<file path="config.mk">
export PLATFORM = sky130hd
export DESIGN_NAME = acs_revise
export DESIGN_NICKNAME = d
export VERILOG_FILES = /design/src/rtl/core/acs_pkg.sv /design/src/rtl/core/acs_revise.sv
export SDC_FILE = /design/constraint.sdc
export NUM_CORES = 1
export LEC_CHECK = 0
export BUFFER_PORTS_ARGS = -buffer_cell sky130_fd_sc_hd__buf_2
export CAP_MARGIN = 20
export CORE_ASPECT_RATIO = 2
export CORE_MARGIN = 10
export CORE_UTILIZATION = 25
export CTS_CLUSTER_DIAMETER = 100
export DETAILED_ROUTE_END_ITERATION = 8
export MAX_ROUTING_LAYER = met4
export PLACE_DENSITY = 0.58
export SETUP_SLACK_MARGIN = 0.1
export SYNTH_ARGS = -nofsm -noshare
export SYNTH_HDL_FRONTEND = slang
export SYNTH_SLANG_ARGS = --single-unit
</file>
<file path="constraint.sdc">
create_clock -name clk -period 1.75 [get_ports clk]
set_input_delay 0.2625 -clock clk [delete_from_list [all_inputs] [get_ports clk]]
set_output_delay 0.2625 -clock clk [all_outputs]
set_load 0.05 [all_outputs]
</file>
<file path="src/rtl/core/acs_pkg.sv">
// shared types and codes for the arc consistency solver
// no dependencies
package acs_pkg;

  // input item function codes
  typedef enum logic [1:0] {
    FUNC_UNARY = 2'd0,
    FUNC_ROW   = 2'd1,
    FUNC_SOLVE = 2'd2,
    FUNC_CLEAR = 2'd3
  } acs_func_t;

  // configuration register indexes
  localparam logic CFG_VAR_COUNT   = 1'b0;
  localparam logic CFG_VALUE_COUNT = 1'b1;

  localparam int CFG_DATA_W = 5;
  localparam int FIELD_W    = 16;

  // sequencer states
  typedef enum logic [3:0] {
    S_CLEAR,
    S_IDLE,
    S_CHECK,
    S_LOADPEND,
    S_PICK_ROW,
    S_PICK_COL,
    S_SRC,
    S_DST,
    S_REV,
    S_WB,
    S_EMIT
  } acs_state_t;

  // control from the sequencer to the revise unit
  typedef struct packed {
    logic ld_src;
    logic ld_dst;
    logic cmp;
  } acs_rev_ctrl_t;

endpackage

</file>
<file path="src/rtl/core/acs_revise.sv">
// revise unit: holds source and target domains and strikes unsupported values
// one relation row compared per cycle; depends on acs_pkg
module acs_revise #(
  parameter int MAX_DOMAIN = 16
) (
  input  logic                          clk,
  input  acs_pkg::acs_rev_ctrl_t        ctrl,
  input  logic [MAX_DOMAIN-1:0]         dom_rd,
  input  logic [MAX_DOMAIN-1:0]         vmask,
  input  logic [MAX_DOMAIN-1:0]         row_data,
  input  logic [$clog2(MAX_DOMAIN)-1:0] idx,
  output logic [MAX_DOMAIN-1:0]         keep,
  output logic                          shrunk,
  output logic                          empty
);

  logic [MAX_DOMAIN-1:0] sdom_r;
  logic [MAX_DOMAIN-1:0] tdom_r;
  logic [MAX_DOMAIN-1:0] keep_r;

  // capture domains, then clear target values without support
  always_ff @(posedge clk) begin
    if (ctrl.ld_src) begin
      sdom_r <= dom_rd & vmask;
    end
    if (ctrl.ld_dst) begin
      tdom_r <= dom_rd & vmask;
      keep_r <= dom_rd & vmask;
    end else if (ctrl.cmp) begin
      if ((row_data & sdom_r) == '0) begin
        keep_r[idx] <= 1'b0;
      end
    end
  end

  assign keep   = keep_r;
  assign shrunk = (keep_r != tdom_r);
  assign empty  = (keep_r == '0);

endmodule

</file>
Word-level counts from Yosys, hierarchy flattened
Cells that the tools add are included.

$lt $le $gt $ge: 2. Equal/unequal tests: 1. Mux-type cells: 5. Bitwise operators: 4. Reduce and logical (&&, ||, !) cells: 6.

Operator list (count): 16-bit bitwise AND (3); 16-bit two-way mux (3); 16-bit zero test (2); 16-bit inequality test (1); 16-bit inverter (1); 4-bit by 5-bit < comparator with 1-bit output, second input constant (1); 1-bit demux with 4-bit select (1); 4-bit by 1-bit greater-or-equal comparator with 1-bit output, second input constant (1); 2-bit nonzero test (2); 2-bit AND reduction (1); 1-bit logical AND (1); 1-bit two-way mux (1).

Register bits after elaboration: 48. Output and inout port bits: 18. Word-level logic and storage cells: 21.

Logic depth before layout (Yosys ltp)
Gate-level depths: netlist of the first run.

Depth after elaboration: 9. Gate-level depth with buffers: 3.

Worst setup path after synthesis of the first run
OpenSTA, ideal clock, no wires.

Kind: flip-flop to output port. Start point: register keep_r[4], in the netlist keep[4]. End point: output shrunk. Arrival time: 1.634 ns. Data required time: 1.487 ns. Slack: -0.146 ns. Cell stages (with the launch flop): 4. Buffers on the path: 0. Cells stage by stage: edfxtp_1 > xor2_1 > nor4_1 > nand4_1.

Word-level cells in the longest chain between the ends: 1.

Ends and longest elaborated chain: start: declaration (line acs_revise.sv:19) `logic [MAX_DOMAIN-1:0] keep_r;`; start signal: assignment (line acs_revise.sv:28) `keep_r <= dom_rd & vmask;`; 16-bit inequality test (line acs_revise.sv:37) `assign shrunk = (keep_r != tdom_r);`; end: declaration (line acs_revise.sv:13) `output logic shrunk,`.

No other way between the ends.

Worst setup path after layout of the first run
Start point: register keep_r[3], in the netlist keep[3]. End point: output shrunk.

Same word-level chain as after synthesis.

==> impl_results.html, run 1 <==
<table>
<tr><th>Metric</th><th>Value</th></tr>
<tr><th colspan="2">Yosys</th></tr>
<tr><td>Count of flip-flops with a built-in enable after synthesis</td><td>48</td></tr>
<tr><td>Distinct cell type count of the synthesized netlist</td><td>15</td></tr>
<tr><td>Post-synth ARST share</td><td>0%</td></tr>
<tr><td>Seq cells post-synth</td><td>48</td></tr>
<tr><td>Syn avg cell area</td><td>13.2 sq um</td></tr>
<tr><td>Most instantiated flip-flop cell in the synthesis netlist</td><td>edfxtp_1</td></tr>
<tr><td>Yosys warning total</td><td>0</td></tr>
<tr><td>Net count after synthesis</td><td>216</td></tr>
<tr><td>Number of standard cells after synthesis</td><td>160</td></tr>
<tr><td>Share of synthesized area occupied by flip-flops and latches</td><td>approximately 68%</td></tr>
<tr><td>Total standard cell area after synthesis</td><td>2110 sq um</td></tr>
<tr><th colspan="2">Finish</th></tr>
<tr><td>Ratio of cells with drive above 1 in the final layout</td><td>41.5%</td></tr>
<tr><td>Number of standard cells in the layout, taps in and fillers out</td><td>358</td></tr>
<tr><td>Multi-input gate area in the final layout</td><td>a little over 700 sq um</td></tr>
<tr><td>Antenna diode count</td><td>0</td></tr>
<tr><td>Number of nets in the layout</td><td>~320</td></tr>
<tr><td>Area growth from synthesis to layout</td><td>41.8%</td></tr>
<tr><td>FF+latch area</td><td>1440 sq um</td></tr>
<tr><td>Fillers</td><td>between 800 and 900</td></tr>
<tr><th colspan="2">STA</th></tr>
<tr><td>Post-layout minimum cycle time</td><td>roughly 1900 ps</td></tr>
<tr><td>Maximum clock rate</td><td>527 MHz</td></tr>
<tr><td>Max Slew Vio Count</td><td>0</td></tr>
<tr><td>Final setup slack of the worst path</td><td>-148 ps</td></tr>
<tr><td>Actual transition at the worst max-transition pin</td><td>424 ps</td></tr>
<tr><td>RSZ-0062 raised after global routing</td><td>yes</td></tr>
<tr><td>Final worst-path cycle share</td><td>108%</td></tr>
<tr><td>Slew Limit Headroom</td><td>71.7%</td></tr>
<tr><td>Setup-failing EPs final</td><td>2</td></tr>
<tr><td>Sum Neg Setup Slack</td><td>-212 ps</td></tr>
<tr><td>Final worst hold slack</td><td>304 ps</td></tr>
<tr><td>Worst setup skew after layout</td><td>4.27 ps</td></tr>
<tr><td>Final hold viol count</td><td>0</td></tr>
<tr><th colspan="2">Critical path</th></tr>
<tr><td>Reg2reg path depth</td><td>4</td></tr>
<tr><td>Critical path class</td><td>reg2out</td></tr>
<tr><td>Biggest fanout along the worst timing path</td><td>3</td></tr>
<tr><td>Setup crit end kind</td><td>primary output</td></tr>
<tr><td>Worst endpoint data arrival time</td><td>about 1600 ps</td></tr>
<tr><td>Kind of launch point of the worst setup path</td><td>register</td></tr>
<tr><td>Required arrival time at the worst endpoint</td><td>1490 ps</td></tr>
<tr><th colspan="2">Routing</th></tr>
<tr><td>Total wirelength of the detailed-routed design</td><td>6480 microns</td></tr>
<tr><td>Number of design-rule violations left by the first detailed-router iteration</td><td>109</td></tr>
<tr><td>DRT antenna net count</td><td>0</td></tr>
<tr><td>First-pass detailed-route iteration total</td><td>4</td></tr>
<tr><td>Average wire length per cell after detail routing</td><td>between 15 and 20 microns</td></tr>
<tr><td>DRC</td><td>0</td></tr>
<tr><td>Via-to-Cell Ratio</td><td>4.64</td></tr>
<tr><td>Detailed-route via count</td><td>1661</td></tr>
<tr><th colspan="2">Clocking</th></tr>
<tr><td>Max Buffers Root-to-Sink</td><td>2</td></tr>
<tr><td>CTS Root Buffer Type</td><td>clkbuf_16</td></tr>
<tr><td>Clock tree from TritonCTS</td><td>yes</td></tr>
<tr><td>Hold buffer count at cts</td><td>0</td></tr>
<tr><td>Total clock buffers created by CTS</td><td>5</td></tr>
<tr><td>Number of levels in the clock H-tree</td><td>2</td></tr>
<tr><td>Clock input transition at the sequential cells of the worst setup and hold paths</td><td>60 ps</td></tr>
<tr><td>Worst-skew pair later-pin latency</td><td>a little under 300 ps</td></tr>
<tr><td>Sink Count</td><td>48</td></tr>
<tr><th colspan="2">Status</th></tr>
<tr><td>Result of the run</td><td>complete, but fails checks</td></tr>
<tr><td>Failing checks</td><td>setup timing</td></tr>
<tr><th colspan="2">Floorplanning</th></tr>
<tr><td>Overall die width</td><td>approximately 85 microns</td></tr>
<tr><td>Die Y</td><td>150 microns</td></tr>
<tr><td>Placeable core region</td><td>8230 sq um</td></tr>
<tr><td>Initial core utilization</td><td>approximately a quarter</td></tr>
<tr><td>Placement row count</td><td>47</td></tr>
<tr><td>Full die area</td><td>12700 sq um</td></tr>
<tr><td>IO Count</td><td>74</td></tr>
<tr><th colspan="2">Global route</th></tr>
<tr><td>First-pass GRT wire length</td><td>9600 microns</td></tr>
<tr><td>Antenna violations before repair</td><td>0</td></tr>
<tr><td>Via count of the first global-routing pass</td><td>1836</td></tr>
<tr><td>Maximum number of pins on one net before global-route repair</td><td>17</td></tr>
<tr><td>Combined global-route utilization of all metal layers</td><td>approximately 10%</td></tr>
<tr><td>Gr ovfl total</td><td>0</td></tr>
<tr><th colspan="2">Power and ir drop</th></tr>
<tr><td>Power density relative to cell area</td><td>934 nW/um^2</td></tr>
<tr><td>Worst-case vdd ir drop</td><td>0.444 mV</td></tr>
<tr><td>Static leakage</td><td>1.19 nW</td></tr>
<tr><th colspan="2">Placement</th></tr>
<tr><td>Number of buffers inserted by port buffering</td><td>between 70 and 80</td></tr>
<tr><td>Final HPWL DP</td><td>~5300 microns</td></tr>
<tr><td>Final weighted congestion in routability-driven placement</td><td>0.865</td></tr>
<tr><td>Count of placed standard cells including taps</td><td>between 300 and 400</td></tr>
<tr><th colspan="2">Worst hold path</th></tr>
<tr><td>Min-Delay Path Class</td><td>in2reg</td></tr>
<tr><td>Instance count along the most critical hold path</td><td>2</td></tr>
<tr><th colspan="2">Run</th></tr>
<tr><td>Max_cap viols</td><td>0</td></tr>
</table>
## state kept, by name, indices dropped and copies added, names as in the netlist
name / cells
tdom_r: 16
keep: 16
sdom_r: 16
## metrics by stage
stage | instance area (sq um) | util [%] | total power, mW | setup WS, ps
4_1_cts | 2930 | 35.5 | 2.81 | -117
3_5_place_dp | 2700 | 32.8 | 1.87 | 0.510
5_1_grt | 2990 | 36.3 | 2.90 | -232
3_3_place_gp | 2700 | 32.8 | 1.86 | 39.6
6_report | 2990 | 36.3 | 2.79 | -148
2_1_floorplan | 2110 | - | 1.66 | -146
## layout by cell type (no fill, tap or decap), types with 4 or more instances in the layout
cell | Yosys | layout
xor2_1 | 16 | 16
and2_1 | 16 | 16
edfxtp_1 | 48 | 48
buf_6 | 0 | 6
nand2_1 | 19 | 19
nor4_1 | 8 | 4
buf_2 | 0 | 71
a22oi_1 | 6 | 6
nand2b_1 | 4 | 4
o21ai_0 | 32 | 32
clkbuf_16 | 0 | 5
buf_4 | 0 | 16
## power breakdown
group          total, mW  switching [mW]  leakage (nW)  internal [mW]
sequential          1.43          0.0552         0.471           1.37
combinational      0.461           0.278         0.658          0.183
clock              0.902           0.376        0.0655          0.526
## path summary, 6_finish.rpt
path | startpoint | end | slack, ps
max reg2reg | sdom_r[2] | keep[11] | 80
min | vmask[5] | sdom_r[5] | 300
max | keep[3] | shrunk | -150
min reg2reg | keep[14] | keep[14] | 750
## cell type report
| cell class | instances | area share [%] |
|---|---|---|
| clock inverter | 1 | 0.126 |
| multi-input combinational | 109 | 23.7 |
| sequential | 48 | 48.2 |
| timing repair buffer | 95 | 19.3 |
| clock buffer | 7 | 4.44 |
| tap | 98 | 4.10 |
## cells in the mapped netlist, drive strengths merged, types with 2 or more instances
| cell | instances | area [sq um] |
|---|---|---|
| nand2 | 19 | 71.3 |
| edfxtp | 48 | 1440 |
| and4 | 2 | 17.5 |
| xor2 | 16 | 140 |
| clkbuf | 3 | 11.3 |
| or2 | 2 | 12.5 |
| a22oi | 6 | 45.0 |
| nand2b | 4 | 25.0 |
| and2 | 16 | 100 |
| nor4 | 8 | 50.1 |
| o21ai | 32 | 160 |
## cells by family after synthesis
logic type,count (synthesis),synth area share [%]
AND/OR/NAND/NOR,53,13.7
flip-flops,48,68.4
AO/OA/AOI/OAI,40,10.7
XOR/XNOR,16,6.65
buffers and inverters,3,0.534
## layer usage
layer	global-route usage (%)	share of wire, %
met1	8.43	33
met2	19.9	59
met3	2.29	4.5
met4	5.71	3.8
met5	-	0
## worst max-delay path, stage by stage, from the launching register on
cell      delay (ps)
edfxtp_1         470
xor2_1           220
nor4_2           300
nand4_1          170
buf_6            190
## what timing repair did
item / CTS / global route
buffers inserted: 7 / 2
pin swaps: 2 / 3
setup endpoints to repair: 18 / 18
gates resized for setup: 10 / 8
hold endpoints to repair: 0 / 0
Power figures use the tool's default switching activity.
==> run 2, diff against run 1 <==
--- a/config.mk
+++ b/config.mk
@@ -8,13 +8,14 @@
 export BUFFER_PORTS_ARGS = -buffer_cell sky130_fd_sc_hd__buf_2
 export CAP_MARGIN = 20
 export CORE_ASPECT_RATIO = 2
-export CORE_MARGIN = 10
+export CORE_MARGIN = 2
 export CORE_UTILIZATION = 25
 export CTS_CLUSTER_DIAMETER = 100
 export DETAILED_ROUTE_END_ITERATION = 8
 export MAX_ROUTING_LAYER = met4
 export PLACE_DENSITY = 0.58
 export SETUP_SLACK_MARGIN = 0.1
+export SKIP_LAST_GASP = 1
 export SYNTH_ARGS = -nofsm -noshare
 export SYNTH_HDL_FRONTEND = slang
 export SYNTH_SLANG_ARGS = --single-unit
==> run 2 against run 1 <==
The flow still finishes with violations (setup timing). Clock skew up 1.5 ps. Clock power rose by 23%. Combinational power decreased by 7.2%. Worst setup slack gained 17 ps. Via count decreased by 2.6%. Global-route usage rose by 3.7 points. Die area fell by 28%. Register-to-register slack worse by 70 ps.
==> impl_results.html, run 2 (synthesized netlist as in run 1, its figures left out) <==
<table>
<tr><th>Metric</th><th>Value</th></tr>
<tr><th colspan="2">Critical path</th></tr>
<tr><td>Required arrival time at the worst endpoint</td><td>roughly 1500 ps</td></tr>
<tr><td>Reg-to-reg endpoint</td><td>keep[15]</td></tr>
<tr><td>Reg-to-reg critical path startpoint</td><td>sdom_r[2]</td></tr>
<tr><td>Kind of launch point of the worst setup path</td><td>register</td></tr>
<tr><td>Setup crit end kind</td><td>primary output</td></tr>
<tr><td>Biggest fanout along the worst timing path</td><td>4</td></tr>
<tr><td>Reg2reg path depth</td><td>4</td></tr>
<tr><td>Critical path class</td><td>reg2out</td></tr>
<tr><td>Worst endpoint data arrival time</td><td>1620 ps</td></tr>
<tr><td>Register-to-Register Setup Slack</td><td>10 ps</td></tr>
<tr><th colspan="2">STA</th></tr>
<tr><td>Worst setup skew after layout</td><td>5.73 ps</td></tr>
<tr><td>Setup-failing EPs final</td><td>2</td></tr>
<tr><td>Post-layout minimum cycle time</td><td>roughly 1900 ps</td></tr>
<tr><td>Slew Limit Headroom</td><td>68.3%</td></tr>
<tr><td>Maximum clock rate</td><td>532 MHz</td></tr>
<tr><td>Sum Neg Setup Slack</td><td>-228 ps</td></tr>
<tr><td>Actual transition at the worst max-transition pin</td><td>about 480 ps</td></tr>
<tr><td>Final setup slack of the worst path</td><td>-131 ps</td></tr>
<tr><td>Final hold viol count</td><td>0</td></tr>
<tr><td>Final worst-path cycle share</td><td>108%</td></tr>
<tr><td>RSZ-0062 raised after global routing</td><td>yes</td></tr>
<tr><td>Max Slew Vio Count</td><td>0</td></tr>
<tr><th colspan="2">Run</th></tr>
<tr><td>Max_cap viols</td><td>0</td></tr>
<tr><th colspan="2">Clocking</th></tr>
<tr><td>Worst-skew pair later-pin latency</td><td>300 ps</td></tr>
<tr><td>Sink Count</td><td>48</td></tr>
<tr><td>Hold buffer count at cts</td><td>0</td></tr>
<tr><td>Clock tree from TritonCTS</td><td>yes</td></tr>
<tr><td>Number of levels in the clock H-tree</td><td>2</td></tr>
<tr><td>Clock input transition at the sequential cells of the worst setup and hold paths</td><td>about 60 ps</td></tr>
<tr><td>Max Buffers Root-to-Sink</td><td>2</td></tr>
<tr><td>CTS Root Buffer Type</td><td>clkbuf_16</td></tr>
<tr><td>Total clock buffers created by CTS</td><td>5</td></tr>
<tr><th colspan="2">Power and ir drop</th></tr>
<tr><td>Clock network power share</td><td>37.5%</td></tr>
<tr><td>Cell internal pwr</td><td>2.21 mW</td></tr>
<tr><td>Power density relative to cell area</td><td>1010 nW/um^2</td></tr>
<tr><td>Combinational fraction of design power</td><td>14.5%</td></tr>
<tr><td>Worst-case vdd ir drop</td><td>0.360 mV</td></tr>
<tr><td>Part of the power in registers</td><td>48.1%</td></tr>
<tr><td>Switching share of total power</td><td>25.2%</td></tr>
<tr><td>Net switching power figure</td><td>roughly 0.74 mW</td></tr>
<tr><td>Static leakage</td><td>1.16 nW</td></tr>
<tr><th colspan="2">Finish</th></tr>
<tr><td>Most common cell after layout, fill and taps aside</td><td>buf_2</td></tr>
<tr><td>FF+latch area</td><td>1440 sq um</td></tr>
<tr><td>Share of the core filled with cells in the final layout</td><td>35.4%</td></tr>
<tr><td>Area growth from synthesis to layout</td><td>38.5%</td></tr>
<tr><td>Number of nets in the layout</td><td>308</td></tr>
<tr><td>Ratio of cells with drive above 1 in the final layout</td><td>40.7%</td></tr>
<tr><td>Fillers</td><td>842</td></tr>
<tr><td>Antenna diode count</td><td>0</td></tr>
<tr><td>Multi-input gate area in the final layout</td><td>676 sq um</td></tr>
<tr><td>Final standard cell area without fillers</td><td>2920 sq um</td></tr>
<tr><td>Commonest non-fill, non-tap cells in the layout</td><td>buf_2 (71), edfxtp_1 (48), o21ai_0 (32)</td></tr>
<tr><th colspan="2">Routing</th></tr>
<tr><td>First-pass detailed-route iteration total</td><td>4</td></tr>
<tr><td>Via-to-Cell Ratio</td><td>4.61</td></tr>
<tr><td>DRC</td><td>0</td></tr>
<tr><td>Detailed-route via count</td><td>1617</td></tr>
<tr><td>Number of design-rule violations left by the first detailed-router iteration</td><td>86</td></tr>
<tr><td>DRT antenna net count</td><td>0</td></tr>
<tr><td>Average wire length per cell after detail routing</td><td>16.3 microns</td></tr>
<tr><td>Total wirelength of the detailed-routed design</td><td>5710 microns</td></tr>
<tr><th colspan="2">Floorplanning</th></tr>
<tr><td>Placement row count</td><td>47</td></tr>
<tr><td>IO Count</td><td>74</td></tr>
<tr><td>Die Y</td><td>134 microns</td></tr>
<tr><td>Placeable core region</td><td>just over 8000 sq um</td></tr>
<tr><td>Overall die width</td><td>68.9 microns</td></tr>
<tr><td>Initial core utilization</td><td>25.6%</td></tr>
<tr><td>Full die area</td><td>9220 sq um</td></tr>
<tr><th colspan="2">Status</th></tr>
<tr><td>Result of the run</td><td>complete, but fails checks</td></tr>
<tr><td>Failing checks</td><td>setup timing</td></tr>
<tr><th colspan="2">Global route</th></tr>
<tr><td>Via count of the first global-routing pass</td><td>1664</td></tr>
<tr><td>Maximum number of pins on one net before global-route repair</td><td>18</td></tr>
<tr><td>Gr ovfl total</td><td>0</td></tr>
<tr><td>Combined global-route utilization of all metal layers</td><td>13.9%</td></tr>
<tr><td>First-pass GRT wire length</td><td>8650 microns</td></tr>
<tr><td>Antenna violations before repair</td><td>0</td></tr>
<tr><th colspan="2">Placement</th></tr>
<tr><td>Dpl cell area</td><td>2700 sq um</td></tr>
<tr><td>Number of buffers inserted by port buffering</td><td>73</td></tr>
<tr><td>Final weighted congestion in routability-driven placement</td><td>between 0.8 and 0.9</td></tr>
<tr><td>Final HPWL DP</td><td>about 4600 microns</td></tr>
<tr><td>Setup slack at placement</td><td>between 20 and 25 ps</td></tr>
<tr><th colspan="2">Worst hold path</th></tr>
<tr><td>Launch instance of the worst min-delay path</td><td>vmask[5]</td></tr>
<tr><td>Sink of the worst hold path</td><td>sdom_r[5]</td></tr>
<tr><td>Instance count along the most critical hold path</td><td>2</td></tr>
<tr><td>Min-Delay Path Class</td><td>in2reg</td></tr>
</table>
run 2: cell count changes in the layout (fill, tap and decap cells not counted), sizes merged:
| cell | change |
|---|---|
| bufinv | +1 |
| clkbuf | -2 |
| clkinvlp | +1 |
| clkinv | -1 |
| inv | +1 |
| buf | -7 |
run 2: what timing repair did:
item / CTS / global route
pin swaps: 5 / 3
endpoints found under the setup margin: 18 / 18
buffers inserted: 2 / 0
resized for setup: 6 / 2
run 2: area by class of cell:
cell class | instances | share of cell area (%)
Multi-Input combinational cell | 109 | 23.2
Tap cell | 98 | 4.20
Clock inverter | 3 | 1.59
Clock buffer | 5 | 4.29
Sequential cell | 48 | 49.4
Timing Repair Buffer | 88 | 17.4
run 2: worst max-delay path: stages (launching register included):
cell      delay (ps)
edfxtp_1         430
xor2_1           170
nor4_1           270
buf_4            160
nand4_1          100
buf_6            190
run 2: power groups by stage:
| stage | sequential (mW) | clock (mW) | combinational [mW] |
|---|---|---|---|
| floorplan | 1.54 | 0 | 0.120 |
| global placement | 1.45 | 0 | 0.410 |
| detailed placement | 1.45 | 0 | 0.415 |
| CTS | 1.42 | 1.13 | 0.428 |
| global route | 1.43 | 1.17 | 0.467 |
| finish | 1.42 | 1.11 | 0.428 |
run 2: layer usage:
metal | wire length (microns) | GRT usage, %
met1 | 1940 | 13.5
met2 | 3210 | 23.9
met3 | 279 | 2.35
met4 | 278 | 9.15
met5 | 0 | -
run 2: per-stage QoR:
step                hold slack [ps]  total power [mW]  instances
detailed placement              601              1.86        341
CTS                             296              2.98        351
finish                          296              2.96        351
floorplan                       375              1.66        160
global route                    303              3.07        351
global placement                606              1.86        341
run 2: how the worst max path moves through the flow:
stage           startpoint  endpoint  cells past startpoint
2_1_floorplan      keep[1]    shrunk                      3
3_3_place_gp   row_data[2]   keep[5]                      5
3_5_place_dp   row_data[2]   keep[5]                      5
4_1_cts           keep[10]    shrunk                      5
5_1_grt           keep[10]    shrunk                      5
6_report           keep[4]    shrunk                      5
